## src/hw/rtl/ouis_pkg.sv

```systemverilog
// Package for the ordered unique index set: sizes, operation codes,
// result status codes and the control bundle passed from the sequencer to the cells.
// Depends on nothing.
package ouis_pkg;

   localparam int CAPACITY = 16;
   localparam int SYM_W    = 8;
   localparam int CNT_W    = $clog2(CAPACITY + 1);
   localparam int IDX_W    = (CAPACITY > 1) ? $clog2(CAPACITY) : 1;
   localparam int COUNT_W  = 5;
   localparam int STATUS_W = 2;

   typedef enum logic [1:0] {
      REQ_INSERT = 2'd0,
      REQ_REMOVE = 2'd1,
      REQ_CLEAR  = 2'd2,
      REQ_LIST   = 2'd3
   } req_kind_type;

   typedef enum logic [STATUS_W-1:0] {
      ST_CHANGED  = 2'd0,
      ST_NOCHANGE = 2'd1,
      ST_FULL     = 2'd2
   } status_type;

   typedef enum logic [1:0] {
      CELL_HOLD,
      CELL_LOAD,
      CELL_REMOVE,
      CELL_ROTATE
   } cell_op_type;

   typedef enum logic [1:0] {
      S_IDLE,
      S_EXEC,
      S_LIST
   } fsm_state_type;

   typedef struct packed {
      cell_op_type             cell_op;
      logic [SYM_W-1:0]        symbol;
      logic [CNT_W-1:0]        count;
      logic                    rsp_load;
      status_type              rsp_status;
      logic                    rsp_entry_valid;
      logic                    rsp_last;
      logic [COUNT_W-1:0]      rsp_count;
   } ctrl_type;

endpackage

```

## src/hw/rtl/ouis_cell.sv

```systemverilog
// One cell of the set chain: holds a single stored index and takes part in
// search, append, compaction on removal and rotation for listing. Uses ouis_pkg.
module ouis_cell (
   input  logic                      clock,
   input  logic [ouis_pkg::IDX_W-1:0] idx,
   input  ouis_pkg::cell_op_type     cell_op,
   input  logic [ouis_pkg::SYM_W-1:0] symbol,
   input  logic [ouis_pkg::CNT_W-1:0] count,
   input  logic [ouis_pkg::SYM_W-1:0] next_entry,
   input  logic [ouis_pkg::SYM_W-1:0] head_entry,
   input  logic                      hit_in,
   output logic                      hit_out,
   output logic [ouis_pkg::SYM_W-1:0] entry
);
   import ouis_pkg::*;

   logic [SYM_W-1:0] entry_ff;
   logic [SYM_W-1:0] entry_in;
   logic [CNT_W-1:0] idx_ext;
   logic             valid;
   logic             is_tail;

   assign idx_ext = CNT_W'(idx);
   assign valid   = idx_ext < count;
   assign is_tail = idx_ext == (count - CNT_W'(1));
   assign hit_out = hit_in | (valid && (entry_ff == symbol));
   assign entry   = entry_ff;

   always_comb begin
      entry_in = entry_ff;
      unique case (cell_op)
         CELL_HOLD: entry_in = entry_ff;
         CELL_LOAD: begin
            if (idx_ext == count) entry_in = symbol;
         end
         // Every cell at or after the match takes its neighbour's index.
         CELL_REMOVE: begin
            if (hit_out) entry_in = next_entry;
         end
         // The occupied part of the chain turns by one place; the tail takes the head.
         CELL_ROTATE: begin
            if (valid) entry_in = is_tail ? head_entry : next_entry;
         end
         default: entry_in = entry_ff;
      endcase
   end

   always_ff @(posedge clock) begin
      entry_ff <= entry_in;
   end

endmodule

```

## src/hw/rtl/ouis_ctrl.sv

```systemverilog
// Sequencer for the ordered unique index set: holds the request, the fill count
// and the listing counter, and drives the cell chain and result register. Uses ouis_pkg.
module ouis_ctrl (
   input  logic                      clock,
   input  logic                      reset,
   input  logic                      req_valid,
   output logic                      req_ready,
   input  logic [1:0]                req_kind,
   input  logic [ouis_pkg::SYM_W-1:0] req_symbol,
   input  logic                      any_match,
   input  logic                      out_free,
   output ouis_pkg::ctrl_type        ctrl
);
   import ouis_pkg::*;

   fsm_state_type    state_ff, state_in;
   req_kind_type     op_ff;
   logic [SYM_W-1:0] symbol_ff;
   logic [CNT_W-1:0] count_ff, count_in;
   logic [CNT_W-1:0] remain_ff, remain_in;

   assign req_ready = (state_ff == S_IDLE);

   // Next state.
   always_comb begin
      state_in = state_ff;
      unique case (state_ff)
         S_IDLE: begin
            if (req_valid) state_in = S_EXEC;
         end
         S_EXEC: begin
            if (out_free) begin
               state_in = ((op_ff == REQ_LIST) && (count_ff != '0)) ? S_LIST : S_IDLE;
            end
         end
         S_LIST: begin
            if (out_free && (remain_ff == CNT_W'(1))) state_in = S_IDLE;
         end
         default: state_in = S_IDLE;
      endcase
   end

   // Outputs and datapath updates.
   always_comb begin
      count_in             = count_ff;
      remain_in            = remain_ff;
      ctrl.cell_op         = CELL_HOLD;
      ctrl.symbol          = symbol_ff;
      ctrl.count           = count_ff;
      ctrl.rsp_load        = 1'b0;
      ctrl.rsp_status      = ST_NOCHANGE;
      ctrl.rsp_entry_valid = 1'b0;
      ctrl.rsp_last        = 1'b1;
      unique case (state_ff)
         S_IDLE: ;
         S_EXEC: begin
            if (out_free) begin
               unique case (op_ff)
                  REQ_INSERT: begin
                     ctrl.rsp_load = 1'b1;
                     if (any_match) begin
                        ctrl.rsp_status = ST_NOCHANGE;
                     end else if (count_ff == CNT_W'(CAPACITY)) begin
                        ctrl.rsp_status = ST_FULL;
                     end else begin
                        ctrl.rsp_status = ST_CHANGED;
                        ctrl.cell_op    = CELL_LOAD;
                        count_in        = count_ff + CNT_W'(1);
                     end
                  end
                  REQ_REMOVE: begin
                     ctrl.rsp_load = 1'b1;
                     if (any_match) begin
                        ctrl.rsp_status = ST_CHANGED;
                        ctrl.cell_op    = CELL_REMOVE;
                        count_in        = count_ff - CNT_W'(1);
                     end
                  end
                  REQ_CLEAR: begin
                     ctrl.rsp_load   = 1'b1;
                     ctrl.rsp_status = (count_ff != '0) ? ST_CHANGED : ST_NOCHANGE;
                     count_in        = '0;
                  end
                  REQ_LIST: begin
                     // An empty set answers at once; otherwise the listing pass starts.
                     ctrl.rsp_load = (count_ff == '0);
                     remain_in     = count_ff;
                  end
                  default: ;
               endcase
            end
         end
         S_LIST: begin
            if (out_free) begin
               ctrl.rsp_load        = 1'b1;
               ctrl.rsp_entry_valid = 1'b1;
               ctrl.rsp_last        = (remain_ff == CNT_W'(1));
               ctrl.cell_op         = CELL_ROTATE;
               remain_in            = remain_ff - CNT_W'(1);
            end
         end
         default: ;
      endcase
      ctrl.rsp_count = COUNT_W'(count_in);
   end

   always_ff @(posedge clock) begin
      if (reset) begin
         state_ff <= S_IDLE;
         count_ff <= '0;
      end else begin
         state_ff <= state_in;
         count_ff <= count_in;
      end
   end

   always_ff @(posedge clock) begin
      remain_ff <= remain_in;
      if (req_valid && req_ready) begin
         op_ff     <= req_kind_type'(req_kind);
         symbol_ff <= req_symbol;
      end
   end

endmodule

```

## src/hw/rtl/ordered_unique_index_set_unit.sv

```systemverilog
// Top level of the ordered unique index set: sequencer, chain of cells and
// result register. Uses ouis_pkg, ouis_ctrl and ouis_cell.
//
//   channel  direction  tdata                          tuser
//   req_     in         symbol[7:0]                    req_type[1:0]
//   rsp_     out        entry[7:0], count[12:8]        status[1:0], entry_valid[2]
//
// Insert, remove and clear are accepted in the idle state; the chain is then
// searched and updated in the execute state once the result register is free.
// A list request turns the chain one place per result as cell 0 is read out,
// one result per stored index. Reset empties the set at once. A stalled result
// holds the sequencer; one result register separates the chain from the output.
module ordered_unique_index_set_unit (
   input  logic        clock,
   input  logic        reset,
   input  logic        req_tvalid,
   output logic        req_tready,
   input  logic [7:0]  req_tdata,  // symbol[7:0]
   input  logic [1:0]  req_tuser,  // req_type[1:0]
   output logic        rsp_tvalid,
   input  logic        rsp_tready,
   output logic [15:0] rsp_tdata,  // entry[7:0], count[12:8], zero[15:13]
   output logic [2:0]  rsp_tuser,  // status[1:0], entry_valid[2]
   output logic        rsp_tlast
);
   import ouis_pkg::*;

   ctrl_type           ctrl;
   logic               out_free;
   logic [CAPACITY:0]  hit;
   logic [SYM_W-1:0]   cell_entry [CAPACITY];
   logic [SYM_W-1:0]   next_entry [CAPACITY];

   logic               rsp_valid_ff;
   status_type         rsp_status_ff;
   logic [SYM_W-1:0]   rsp_entry_ff;
   logic               rsp_entry_valid_ff;
   logic               rsp_last_ff;
   logic [COUNT_W-1:0] rsp_count_ff;

   assign out_free = !rsp_valid_ff || rsp_tready;

   ouis_ctrl u_ctrl (
      .clock      (clock),
      .reset      (reset),
      .req_valid  (req_tvalid),
      .req_ready  (req_tready),
      .req_kind   (req_tuser),
      .req_symbol (req_tdata),
      .any_match  (hit[CAPACITY]),
      .out_free   (out_free),
      .ctrl       (ctrl)
   );

   assign hit[0] = 1'b0;

   for (genvar i = 0; i < CAPACITY; i++) begin : g_cell
      if (i == CAPACITY - 1) begin : g_end
         assign next_entry[i] = '0;
      end else begin : g_mid
         assign next_entry[i] = cell_entry[i+1];
      end

      ouis_cell u_cell (
         .clock      (clock),
         .idx        (IDX_W'(i)),
         .cell_op    (ctrl.cell_op),
         .symbol     (ctrl.symbol),
         .count      (ctrl.count),
         .next_entry (next_entry[i]),
         .head_entry (cell_entry[0]),
         .hit_in     (hit[i]),
         .hit_out    (hit[i+1]),
         .entry      (cell_entry[i])
      );
   end

   always_ff @(posedge clock) begin
      if (reset) begin
         rsp_valid_ff <= 1'b0;
      end else if (ctrl.rsp_load) begin
         rsp_valid_ff <= 1'b1;
      end else if (rsp_tready) begin
         rsp_valid_ff <= 1'b0;
      end
   end

   always_ff @(posedge clock) begin
      if (ctrl.rsp_load) begin
         rsp_status_ff      <= ctrl.rsp_status;
         rsp_entry_ff       <= ctrl.rsp_entry_valid ? cell_entry[0] : '0;
         rsp_entry_valid_ff <= ctrl.rsp_entry_valid;
         rsp_last_ff        <= ctrl.rsp_last;
         rsp_count_ff       <= ctrl.rsp_count;
      end
   end

   assign rsp_tvalid = rsp_valid_ff;
   assign rsp_tdata  = {3'b000, rsp_count_ff, rsp_entry_ff};
   assign rsp_tuser  = {rsp_entry_valid_ff, rsp_status_ff};
   assign rsp_tlast  = rsp_last_ff;

endmodule
```

## config.mk

```make
export PLATFORM = sky130hd
export DESIGN_NAME = ordered_unique_index_set_unit
export DESIGN_NICKNAME = d
export VERILOG_FILES = /design/src/hw/rtl/ouis_pkg.sv /design/src/hw/rtl/ouis_cell.sv /design/src/hw/rtl/ouis_ctrl.sv /design/src/hw/rtl/ordered_unique_index_set_unit.sv
export SDC_FILE = /design/constraint.sdc
export NUM_CORES = 1
export LEC_CHECK = 0
export BUFFER_PORTS_ARGS = -buffer_cell sky130_fd_sc_hd__buf_2
export CORE_MARGIN = 5
export CORE_UTILIZATION = 50
export DETAILED_ROUTE_END_ITERATION = 16
export PLACE_DENSITY = 0.69
export SKIP_LAST_GASP = 1
export SYNTH_ARGS = -nofsm -noshare
export SYNTH_HDL_FRONTEND = slang
export SYNTH_SLANG_ARGS = --single-unit
```

## constraint.sdc

```tcl
create_clock -name clock -period 7.9 [get_ports clock]
set_input_delay 0.79 -clock clock [delete_from_list [all_inputs] [get_ports clock]]
set_output_delay 0.79 -clock clock [all_outputs]
set_load 0.02 [all_outputs]
```

==> results by stage, run 1 <==
Pwr:
- The switching part of the total is 26.4%.
- Sequential cells account for 51.5% of the total power.
- The combinational power share is 9.1%.
- For this design the static power due to leakage is 4.16 nW.
- The power density over the cells is 176 nW/um^2.
- The total power consumption of the routed design is 0.00200 W.
- The worst supply voltage drop on vdd is 102 uV.
- The net load switching power is 0.000528 W.
- Cell internal power was estimated by the tool at 0.00147 W.
- The clock network burns 39.4% of the power.

Logic synthesis:
- The number of flops mapped to enable cells by yosys is 160.
- The number of warning messages in the yosys log is 0.
- Synthesis produced 1,032 cells.
- A synthesized cell averages 10.5 sq um.
- The commonest cells after synthesis are 160 x sky130_fd_sc_hd__edfxtp_1, 142 x sky130_fd_sc_hd__nor2_1, 113 x sky130_fd_sc_hd__a211o_1, 84 x sky130_fd_sc_hd__nand2_1, 77 x sky130_fd_sc_hd__xnor2_1.
- For this run, the leading register cell type out of synthesis is sky130_fd_sc_hd__edfxtp_1.
- The share of synthesized area in the top cell type comes to 44.3%.
- The most repeated cell in the gate-level netlist after synthesis is sky130_fd_sc_hd__edfxtp_1.
- Summing the sequential cell areas from Yosys gives 45.8% of the chip area.
- After synthesis, the share of flip-flops with an asynchronous set or reset is 0%.
- The summed instance area of the synthesized netlist is 10,800 sq um.
- The synthesized netlist contains 80 unique library cells.
- Sorting the synthesized cells by area gives the leading types as sky130_fd_sc_hd__edfxtp_1 44%, sky130_fd_sc_hd__a211o_1 9.1%, sky130_fd_sc_hd__xnor2_1 6.2%.
- After synthesis the netlist holds a flip-flop and latch count of 168.
- The largest total area in the synthesized netlist belongs to sky130_fd_sc_hd__edfxtp_1.

Critical path:
- Data on the critical path is required at its endpoint by 7.96 ns.
- The critical path arrival is 4.90 ns.
- The kind of end point of the critical path is a flip-flop.
- STA classifies the critical path startpoint as a flip-flop.
- Of all nets on the critical path, the largest fanout is 18.
- The setup path with the least slack is of type reg -> reg.
- The launch instance of the worst register-to-register path is u_ctrl.symbol_ff[7].
- Tracing the worst setup path back leads to its startpoint at u_ctrl.symbol_ff[7].

Drt:
- The initial DRC count is 1,238.
- The detail-routed via count per cell is 6.61.
- The routed via count is 8,589.
- The remaining antenna violation count after routing is 0.
- The first TritonRoute pass finished after 6 iterations.
- After detailed routing, the total wire length is 34.5 mm.
- Dividing the detail-routed wire length by the instance count gives 26.5 um.
- For this run, design rule violations remaining after detail routing come to 0.

Floorplanning:
- The die outline width is 157 um.
- The count of standard-cell rows is 53.
- Once the floorplan was initialized, standard cells occupied 51.2% of the core.
- The die covers 24,700 sq um.
- The floorplan step set the die height to 157 um.
- The standard cell core area is 21,200 sq um.
- 36 I/O pins were placed.

Cells and area:
- For this run, the number of standard cells in the final layout without fillers is 1,300.
- The final layout contains 1,038 nets.
- Measured on the finished design, the core utilization comes to 53.9%.
- The relative area change from synthesis to final layout is 5.16%.
- Cells with a size suffix above 1 make up 12.6% of the layout.
- The fill cell total of the finished layout is 1,868.
- The repair_antennas step left the layout with diodes totalling 0.

CTS:
- The clock buffer count from CTS is 17.
- TritonCTS built the clock tree.
- The clock net sink count is 168.
- Once the clock tree was built, the setup fixing pass inserted 0 buffers.
- The buffer cell driving the clock tree root is sky130_fd_sc_hd__clkbuf_16.
- The number of hold buffers added after CTS was 0.
- The total of cells resized after clock tree synthesis is 0.
- The clock latency on the worst-skew pair is 0.44 ns.
- The depth of the CTS H-tree is 4.
- The clock-pin slew of the registers on the worst-case setup and hold paths is 0.07 ns.
- The clock passes through at most 2 buffers.

STA:
- The final clock period utilization by the worst path is 61.3%.
- The number of max-slew violations in the final report is 0.
- The total of endpoints with negative setup slack in the final report is 0.
- For the final database, setup skew stands at 0.0156 ns.
- The worst slew slack as a fraction of its limit is 10.0%.
- The maximum frequency from static timing analysis is 0.207 GHz.
- The total count of hold-check failures in the final report is 0.
- Setup repair after global routing left no endpoint under its margin.
- For the final routed database, the setup TNS stands at 0 ns.
- Subtracting the final worst setup slack from the clock period gives 4.84 ns.
- The transition at the pin with the smallest max-transition slack is 1.35 ns.

Run status:
- The flow ran to the end, and the final reports show no timing, DRC or antenna violations.

Hold path:
- The startpoint identified for the worst hold timing path is u_ctrl.state_ff[1].
- The type of the tightest min-delay check is reg -> reg.

Global route:
- After global routing the overflow that remains totals 0.
- The largest net degree at the start of global routing is 33.
- The initial antenna violation count is 0.
- Global routing used 28.3% of the available tracks.
- The wire length of the first global-routing pass is 51.9 mm.
- The number of global-route vias before repair is 8,135.

Placed design:
- Routability-driven placement finished with a final weighted congestion of 1.01.
- During placement, the flow inserted port buffers numbering 32.
- The detailed placement HPWL is 24.6 mm.
- The cell count after placement is 1,269.

Run:
- The reported max-cap violation count is 0.
[cells in the final DEF (no fill, tap or decap), types with 3 or more instances in the layout]
cell type	n
sky130_fd_sc_hd__a211oi_1	9
sky130_fd_sc_hd__buf_2	32
sky130_fd_sc_hd__xnor2_1	77
sky130_fd_sc_hd__nor3_1	20
sky130_fd_sc_hd__mux2_2	8
sky130_fd_sc_hd__a21o_1	4
sky130_fd_sc_hd__ha_1	11
sky130_fd_sc_hd__a211o_1	113
sky130_fd_sc_hd__nor2_1	142
sky130_fd_sc_hd__and2_1	7
sky130_fd_sc_hd__o22ai_1	4
sky130_fd_sc_hd__edfxtp_1	160
sky130_fd_sc_hd__buf_4	7
sky130_fd_sc_hd__o31ai_1	3
sky130_fd_sc_hd__conb_1	3
sky130_fd_sc_hd__inv_6	5
sky130_fd_sc_hd__clkbuf_16	17
sky130_fd_sc_hd__nand3_1	29
sky130_fd_sc_hd__o21bai_1	8
sky130_fd_sc_hd__nand4_1	20
sky130_fd_sc_hd__xor2_1	59
sky130_fd_sc_hd__nor4_2	4
sky130_fd_sc_hd__dfxtp_1	8
sky130_fd_sc_hd__a31oi_1	4
sky130_fd_sc_hd__nand2_4	10
sky130_fd_sc_hd__a21oi_1	16
sky130_fd_sc_hd__nand2b_1	6
sky130_fd_sc_hd__inv_1	12
sky130_fd_sc_hd__o21ai_0	30
sky130_fd_sc_hd__and3_1	22
sky130_fd_sc_hd__a211oi_2	9
sky130_fd_sc_hd__nand2_1	84
sky130_fd_sc_hd__clkinvlp_4	3
sky130_fd_sc_hd__nor4_1	14
sky130_fd_sc_hd__or2_2	4
sky130_fd_sc_hd__or3_1	3
[through the flow]
| stage | hold WS, ns | area [sq um] | setup slack [ns] |
|---|---|---|---|
| final | 0.526 | 11400 | 3.06 |
| after global routing | 0.527 | 11400 | 2.90 |
| after CTS | 0.523 | 11400 | 3.08 |
| after detailed placement | 0.519 | 10900 | 3.09 |
| after global placement | 0.512 | 10900 | 3.32 |
| after floorplan | 0.491 | 10800 | 4.22 |
[critical path, cell delays in order (launching register included)]
cell and delay [ns]:
sky130_fd_sc_hd__edfxtp_1 1.25, sky130_fd_sc_hd__xnor2_1 0.18, sky130_fd_sc_hd__nand4_1 0.17, sky130_fd_sc_hd__nor3_1 0.10, sky130_fd_sc_hd__nor4_2 0.45, sky130_fd_sc_hd__nor2b_1 0.61
sky130_fd_sc_hd__and4_4 0.45, sky130_fd_sc_hd__o31ai_4 0.20, sky130_fd_sc_hd__a2111oi_2 1.04
[power by group through the flow]
stage                     combinational [W]  clock, W  sequential [W]
final                              0.000181  0.000789         0.00103
after CTS                          0.000179  0.000792         0.00103
after global placement             0.000175         0         0.00105
after detailed placement           0.000177         0         0.00105
after floorplan                    0.000162         0         0.00102
after global routing               0.000195  0.000829         0.00103
[flip-flops by register name (all words and copies together) (netlist names), 2 cells and up]
register / flops
u_ctrl.remain_ff: 5
u_ctrl.symbol_ff: 8
rsp_status_ff: 2
u_ctrl.state_ff: 2
rsp_entry_ff: 8
g_cell.u_cell.entry: 128
u_ctrl.op_ff: 2
u_ctrl.count_ff: 5
rsp_count_ff: 5
[cells by family after synthesis]
kind of cell | Yosys count | share of synthesized area [%]
buf+inv | 92 | 5.53
xor+xnor | 136 | 11.0
simple gates | 389 | 18.3
mux | 10 | 1.02
fa+ha+maj | 11 | 1.27
other cells | 1 | 0.0346
flops | 168 | 45.8
compound gates | 225 | 17.0
[layout make-up]
type / instances / area, sq um / share of cell area [%]
Inverter: 13 / 48.8 / 0.428
Clock buffer: 17 / 425 / 3.73
Clock inverter: 14 / 115 / 1.01
Sequential cell: 168 / 4960 / 43.6
Timing Repair Buffer: 39 / 213 / 1.87
Tap cell: 275 / 344 / 3.02
Multi-Input combinational cell: 774 / 5290 / 46.4
[layer usage]
| metal | GRT usage (%) | wire length (um) | vias to the layer above |
|---|---|---|---|
| met5 | 0 | 0 | - |
| met4 | 14.8 | 1950 | 0 |
| met3 | 5.75 | 3740 | 101 |
| met2 | 41.7 | 14900 | 588 |
| met1 | 39.4 | 13900 | 4145 |
| li1 | - | - | 3755 |
[worst paths after layout]
path | to | slack, ns | cells past startpoint
max | g_cell[3].u_cell.entry[1] | 3.06 | 8
min reg2reg | u_ctrl.state_ff[1] | 0.53 | 2
max reg2reg | g_cell[3].u_cell.entry[1] | 3.06 | 8
min | u_ctrl.state_ff[1] | 0.53 | 2
(Power assumes the default switching activity.)
==> run 2, diff against run 1 <==
ABC_AREA = 1   (was unset)
clock period = 4.63 ns   (was 7.9 ns; I/O delays follow)
==> run 2 against run 1 <==
Clock power up 93%; wire length grew 13%; design area increased by 11%; first-iteration DRC count shrank 12%; non-clock buffer count grew 38; flip-flop and latch count unchanged; critical path depth is 10 higher; largest cell class unchanged.
==> results by stage, run 2 <==
Critical path:
- The critical path is of the reg -> reg type.
- The endpoint of the most critical register-to-register path is g_cell[3].u_cell.entry[2].
- The worst reg-to-reg path cell count is 18 (+10).
- The data required time of the critical path is 4.70 ns (-3.26 ns).
- The register-to-register setup slack came to 0.53 ns (-2.53 ns).
- The critical path arrival is 4.17 ns (-0.73 ns).
- The nature of the critical path startpoint is a flip-flop.
- The startpoint identified for the worst register-to-register timing path is u_ctrl.symbol_ff[6].
- The kind of end point of the critical path is a flip-flop.
- The maximum fanout along the worst path came to 12 (-6).

STA:
- Setup repair after global routing left no endpoint under its margin.
- The final clock period utilization by the worst path is 88.5% (+27 points).
- The worst slew slack as a fraction of its limit is 31.1% (+21 points).
- The final period demand of the worst path came to 4.10 ns (-0.743 ns).
- The accumulated negative setup slack is 0 ns (unchanged).
- The transition at the pin with the smallest max-transition slack came to 1.03 ns (-0.317 ns).
- The worst setup skew after layout is 0.0181 ns (+0.00242 ns).
- The total count of hold-check failures in the final report is 0 (unchanged).
- The number of max-slew violations in the final report was 0 (unchanged).
- The total of endpoints with negative setup slack in the final report is 0 (unchanged).
- The maximum frequency from static timing analysis is 0.244 GHz (+18%).
- The minimum setup slack in the final design is 0.531 ns (-2.53 ns).
- The worst hold slack is 0.192 ns (-0.334 ns).

Logic synthesis:
- Sorting the synthesized cells by how often they occur yields 350 x sky130_fd_sc_hd__nand2_1, 217 x sky130_fd_sc_hd__o211ai_1, 187 x sky130_fd_sc_hd__inv_1, 160 x sky130_fd_sc_hd__edfxtp_1, 118 x sky130_fd_sc_hd__nor2_1.
- The primary flip-flop cell chosen by synthesis mapping is sky130_fd_sc_hd__edfxtp_1.
- The number of register bits inferred by synthesis is 168 (unchanged).
- The average instance area after synthesis is 8.12 sq um (-23%).
- The number of flops mapped to enable cells by yosys is 160 (unchanged).
- The summed instance area of the synthesized netlist is 11,600 sq um (+7.5%).
- The gate count of the mapped netlist came to 1,434 (+39%).
- The async set or reset register ratio after synthesis came to 0% (unchanged).
- The sequential area share after synthesis is 42.6% (-3.2 points).
- Yosys attributes the largest share of cell area to sky130_fd_sc_hd__edfxtp_1 41%, sky130_fd_sc_hd__o211ai_1 14%, sky130_fd_sc_hd__nand2_1 11%.
- The number of warning messages in the yosys log came to 0 (unchanged).
- The most repeated cell in the gate-level netlist after synthesis is sky130_fd_sc_hd__nand2_1.
- The number of distinct library cells after synthesis is 46 (-43%).
- The top-area cell type share of the netlist area is 41.2% (-3.1 points).
- The post-synthesis cell type with the largest combined area is sky130_fd_sc_hd__edfxtp_1.

CTS:
- The clock-pin slew of the registers on the worst-case setup and hold paths is 0.07 ns (about the same).
- The clock buffer count from CTS is 17 (unchanged).
- The worst-case clock buffer depth is 2 (unchanged).
- The total of cells resized after clock tree synthesis came to 0 (unchanged).
- The number of setup buffers added after CTS came to 0 (unchanged).
- The buffer cell driving the clock tree root is sky130_fd_sc_hd__clkbuf_16.
- The hold-fix buffer count after cts was 0 (unchanged).
- The clock net sink count is 168 (unchanged).
- The clock latency on the worst-skew pair came to 0.45 ns (about the same).
- The depth of the CTS H-tree was 4 (unchanged).
- The clock tree from TritonCTS is yes.

Cells and area:
- The fraction of the core area covered by cells at the end of the flow came to 55.7% (+1.9 points).
- The number of flip-flops in the largest register is 128 (unchanged).
- The fill cell total of the finished layout is 2,057 (+10%).
- The total number of nets in the final design is 1,459 (+41%).
- Relative to the synthesized area, the layout overhead comes to 9.01%.
- In the layout the commonest cells are 350 x sky130_fd_sc_hd__nand2_1, 217 x sky130_fd_sc_hd__o211ai_1, 187 x sky130_fd_sc_hd__inv_1.
- Leaving out fill and tap cells, the most frequent cell in the layout is sky130_fd_sc_hd__nand2_1.
- The number of diodes added for antenna fixing is 0 (unchanged).
- The multi-input combinational cell area was 5480 sq um (+3.6%).
- The ratio of cells with drive above 1 in the final layout came to 10.7% (-1.9 points).
- The register area came to 4960 sq um (unchanged).

Hold path:
- The instance count along the most critical hold path came to 1 (-1).
- The type of the tightest min-delay check is in -> reg.
- The destination of the worst hold path is u_ctrl.op_ff[0].
- The worst hold path begins at req_tuser[0].

Pwr:
- The static leakage power is 5.44 nW (+31%).
- The power density over the cells was 354 nW/um^2 (+100%).
- The worst supply voltage drop on vdd is 233 uV (+130%).

Global route:
- The overall track demand over capacity in global routing is 29.5% (+1.2 points).
- The wire length of the first global-routing pass came to 59.4 mm (+14%).
- The total congestion overflow is 0 (unchanged).
- The initial antenna violation count is 0 (unchanged).
- The number of global-route vias before repair is 9,902 (+22%).
- The largest net degree at the start of global routing was 106 (+220%).

Drt:
- The routed via count was 10,500 (+23%).
- The remaining antenna violation count after routing is 0 (unchanged).
- The wire length per cell after detailed routing was 22.1 um (-17%).
- The count of TritonRoute iterations in the first routing pass is 6 (unchanged).
- The initial DRC count is 1,090 (-12%).
- The number of design rule violations left after detail routing is 0 (unchanged).
- The total routed wirelength is 38.9 mm (+13%).
- The detail-routed via count per cell is 5.98 (-9.5%).

Run status:
- The flow ran to the end, and the final reports show no timing, DRC or antenna violations.

Placed design:
- The number of buffers inserted by port buffering came to 32 (unchanged).
- The detailed placement HPWL is 26.2 mm (+6.3%).
- The final estimated routing congestion in global placement was 1.04 (+3.1%).
- The placement-stage worst setup slack is 0.659 ns (-2.43 ns).

Floorplanning:
- The die height was 163 um (+3.4%).
- The die outline width was 163 um (+3.4%).
- The standard cell core area is 22,800 sq um (+7.7%).
- The die footprint came to 26,500 sq um (+7.0%).
- The initial core utilization is 51.1% (-0.093 points).
- The count of standard-cell rows is 55 (+3.8%).
- The number of primary I/O pins is 36 (unchanged).

Run:
- The reported max-cap violation count came to 0 (unchanged).
## run 2: kinds of logic (layout without fill, tap and decap cells)
family	Yosys count	in the layout	synth area share, %
compound gates	302	302	18.8
buf+inv	296	307	10.5
simple gates	586	586	21.6
fa+ha+maj	11	11	1.18
flops	168	168	42.6
other cells	1	3	0.0322
xor+xnor	70	70	5.26
## run 2: how the worst max path moves through the flow
stage / to / slack (ns) / cells after the start / from
CTS: g_cell[3].u_cell.entry[4] / 0.64 / 18 / u_ctrl.symbol_ff[6]
global route: g_cell[3].u_cell.entry[5] / 0.18 / 18 / u_ctrl.symbol_ff[6]
global placement: g_cell[0].u_cell.entry[5] / 0.74 / 20 / u_ctrl.count_ff[4]
floorplan: g_cell[3].u_cell.entry[0] / 1.58 / 18 / u_ctrl.count_ff[0]
detailed placement: g_cell[3].u_cell.entry[4] / 0.66 / 18 / u_ctrl.symbol_ff[6]
finish: g_cell[3].u_cell.entry[2] / 0.53 / 18 / u_ctrl.symbol_ff[6]
## run 2: layout make-up
cell class              count  area share, %
multi-input cells         972           43.1
clock inverters            13           1.33
repair buffers             77           4.02
flip-flops and latches    168           39.1
clock buffers              19           3.49
inverters                 198           5.86
well taps                 313           3.08
## run 2: metrics by stage
| stage | power [W] | area (sq um) | cells |
|---|---|---|---|
| 2_1_floorplan | 0.00261 | 11700 | 1436 |
| 3_5_place_dp | 0.00297 | 12100 | 1728 |
| 4_1_cts | 0.00446 | 12700 | 1760 |
| 6_report | 0.00449 | 12700 | 1760 |
| 3_3_place_gp | 0.00295 | 12100 | 1728 |
| 5_1_grt | 0.00465 | 12700 | 1760 |
## run 2: routing by layer
metal  GRT usage, %  wire length [um]  vias up
met4           10.6              1360        2
met3           7.72              4020       96
li1               -                 -     4918
met5           3.41               117        -
met2           46.4             17500      577
met1           39.2             15800     4935
## run 2: critical path, stage by stage, from the launching register on
cell and delay, ns:
sky130_fd_sc_hd__edfxtp_1 0.90, sky130_fd_sc_hd__inv_1 0.18, sky130_fd_sc_hd__nand2_1 0.10, sky130_fd_sc_hd__nand2_1 0.05
sky130_fd_sc_hd__nand2_1 0.05, sky130_fd_sc_hd__nor2_1 0.04, sky130_fd_sc_hd__nand3_1 0.09, sky130_fd_sc_hd__nand4_1 0.15
sky130_fd_sc_hd__nor2_2 0.14, sky130_fd_sc_hd__nand4_1 0.15, sky130_fd_sc_hd__nor2_2 0.16, sky130_fd_sc_hd__nand4_1 0.16
sky130_fd_sc_hd__nor2_4 0.20, sky130_fd_sc_hd__nand4_2 0.24, sky130_fd_sc_hd__nand2_2 0.18, sky130_fd_sc_hd__nand2_4 0.11
sky130_fd_sc_hd__nand2_4 0.16, sky130_fd_sc_hd__o21ai_1 0.09, sky130_fd_sc_hd__nor2_1 0.56
## run 2: power breakdown
| group | leakage [nW] | switching (W) | internal, W |
|---|---|---|---|
| sequential | 1.52 | 0.0000689 | 0.00183 |
| clock | 0.287 | 0.000654 | 0.000870 |
| combinational | 3.63 | 0.000760 | 0.000307 |
| total | 5.44 | 0.00148 | 0.00301 |
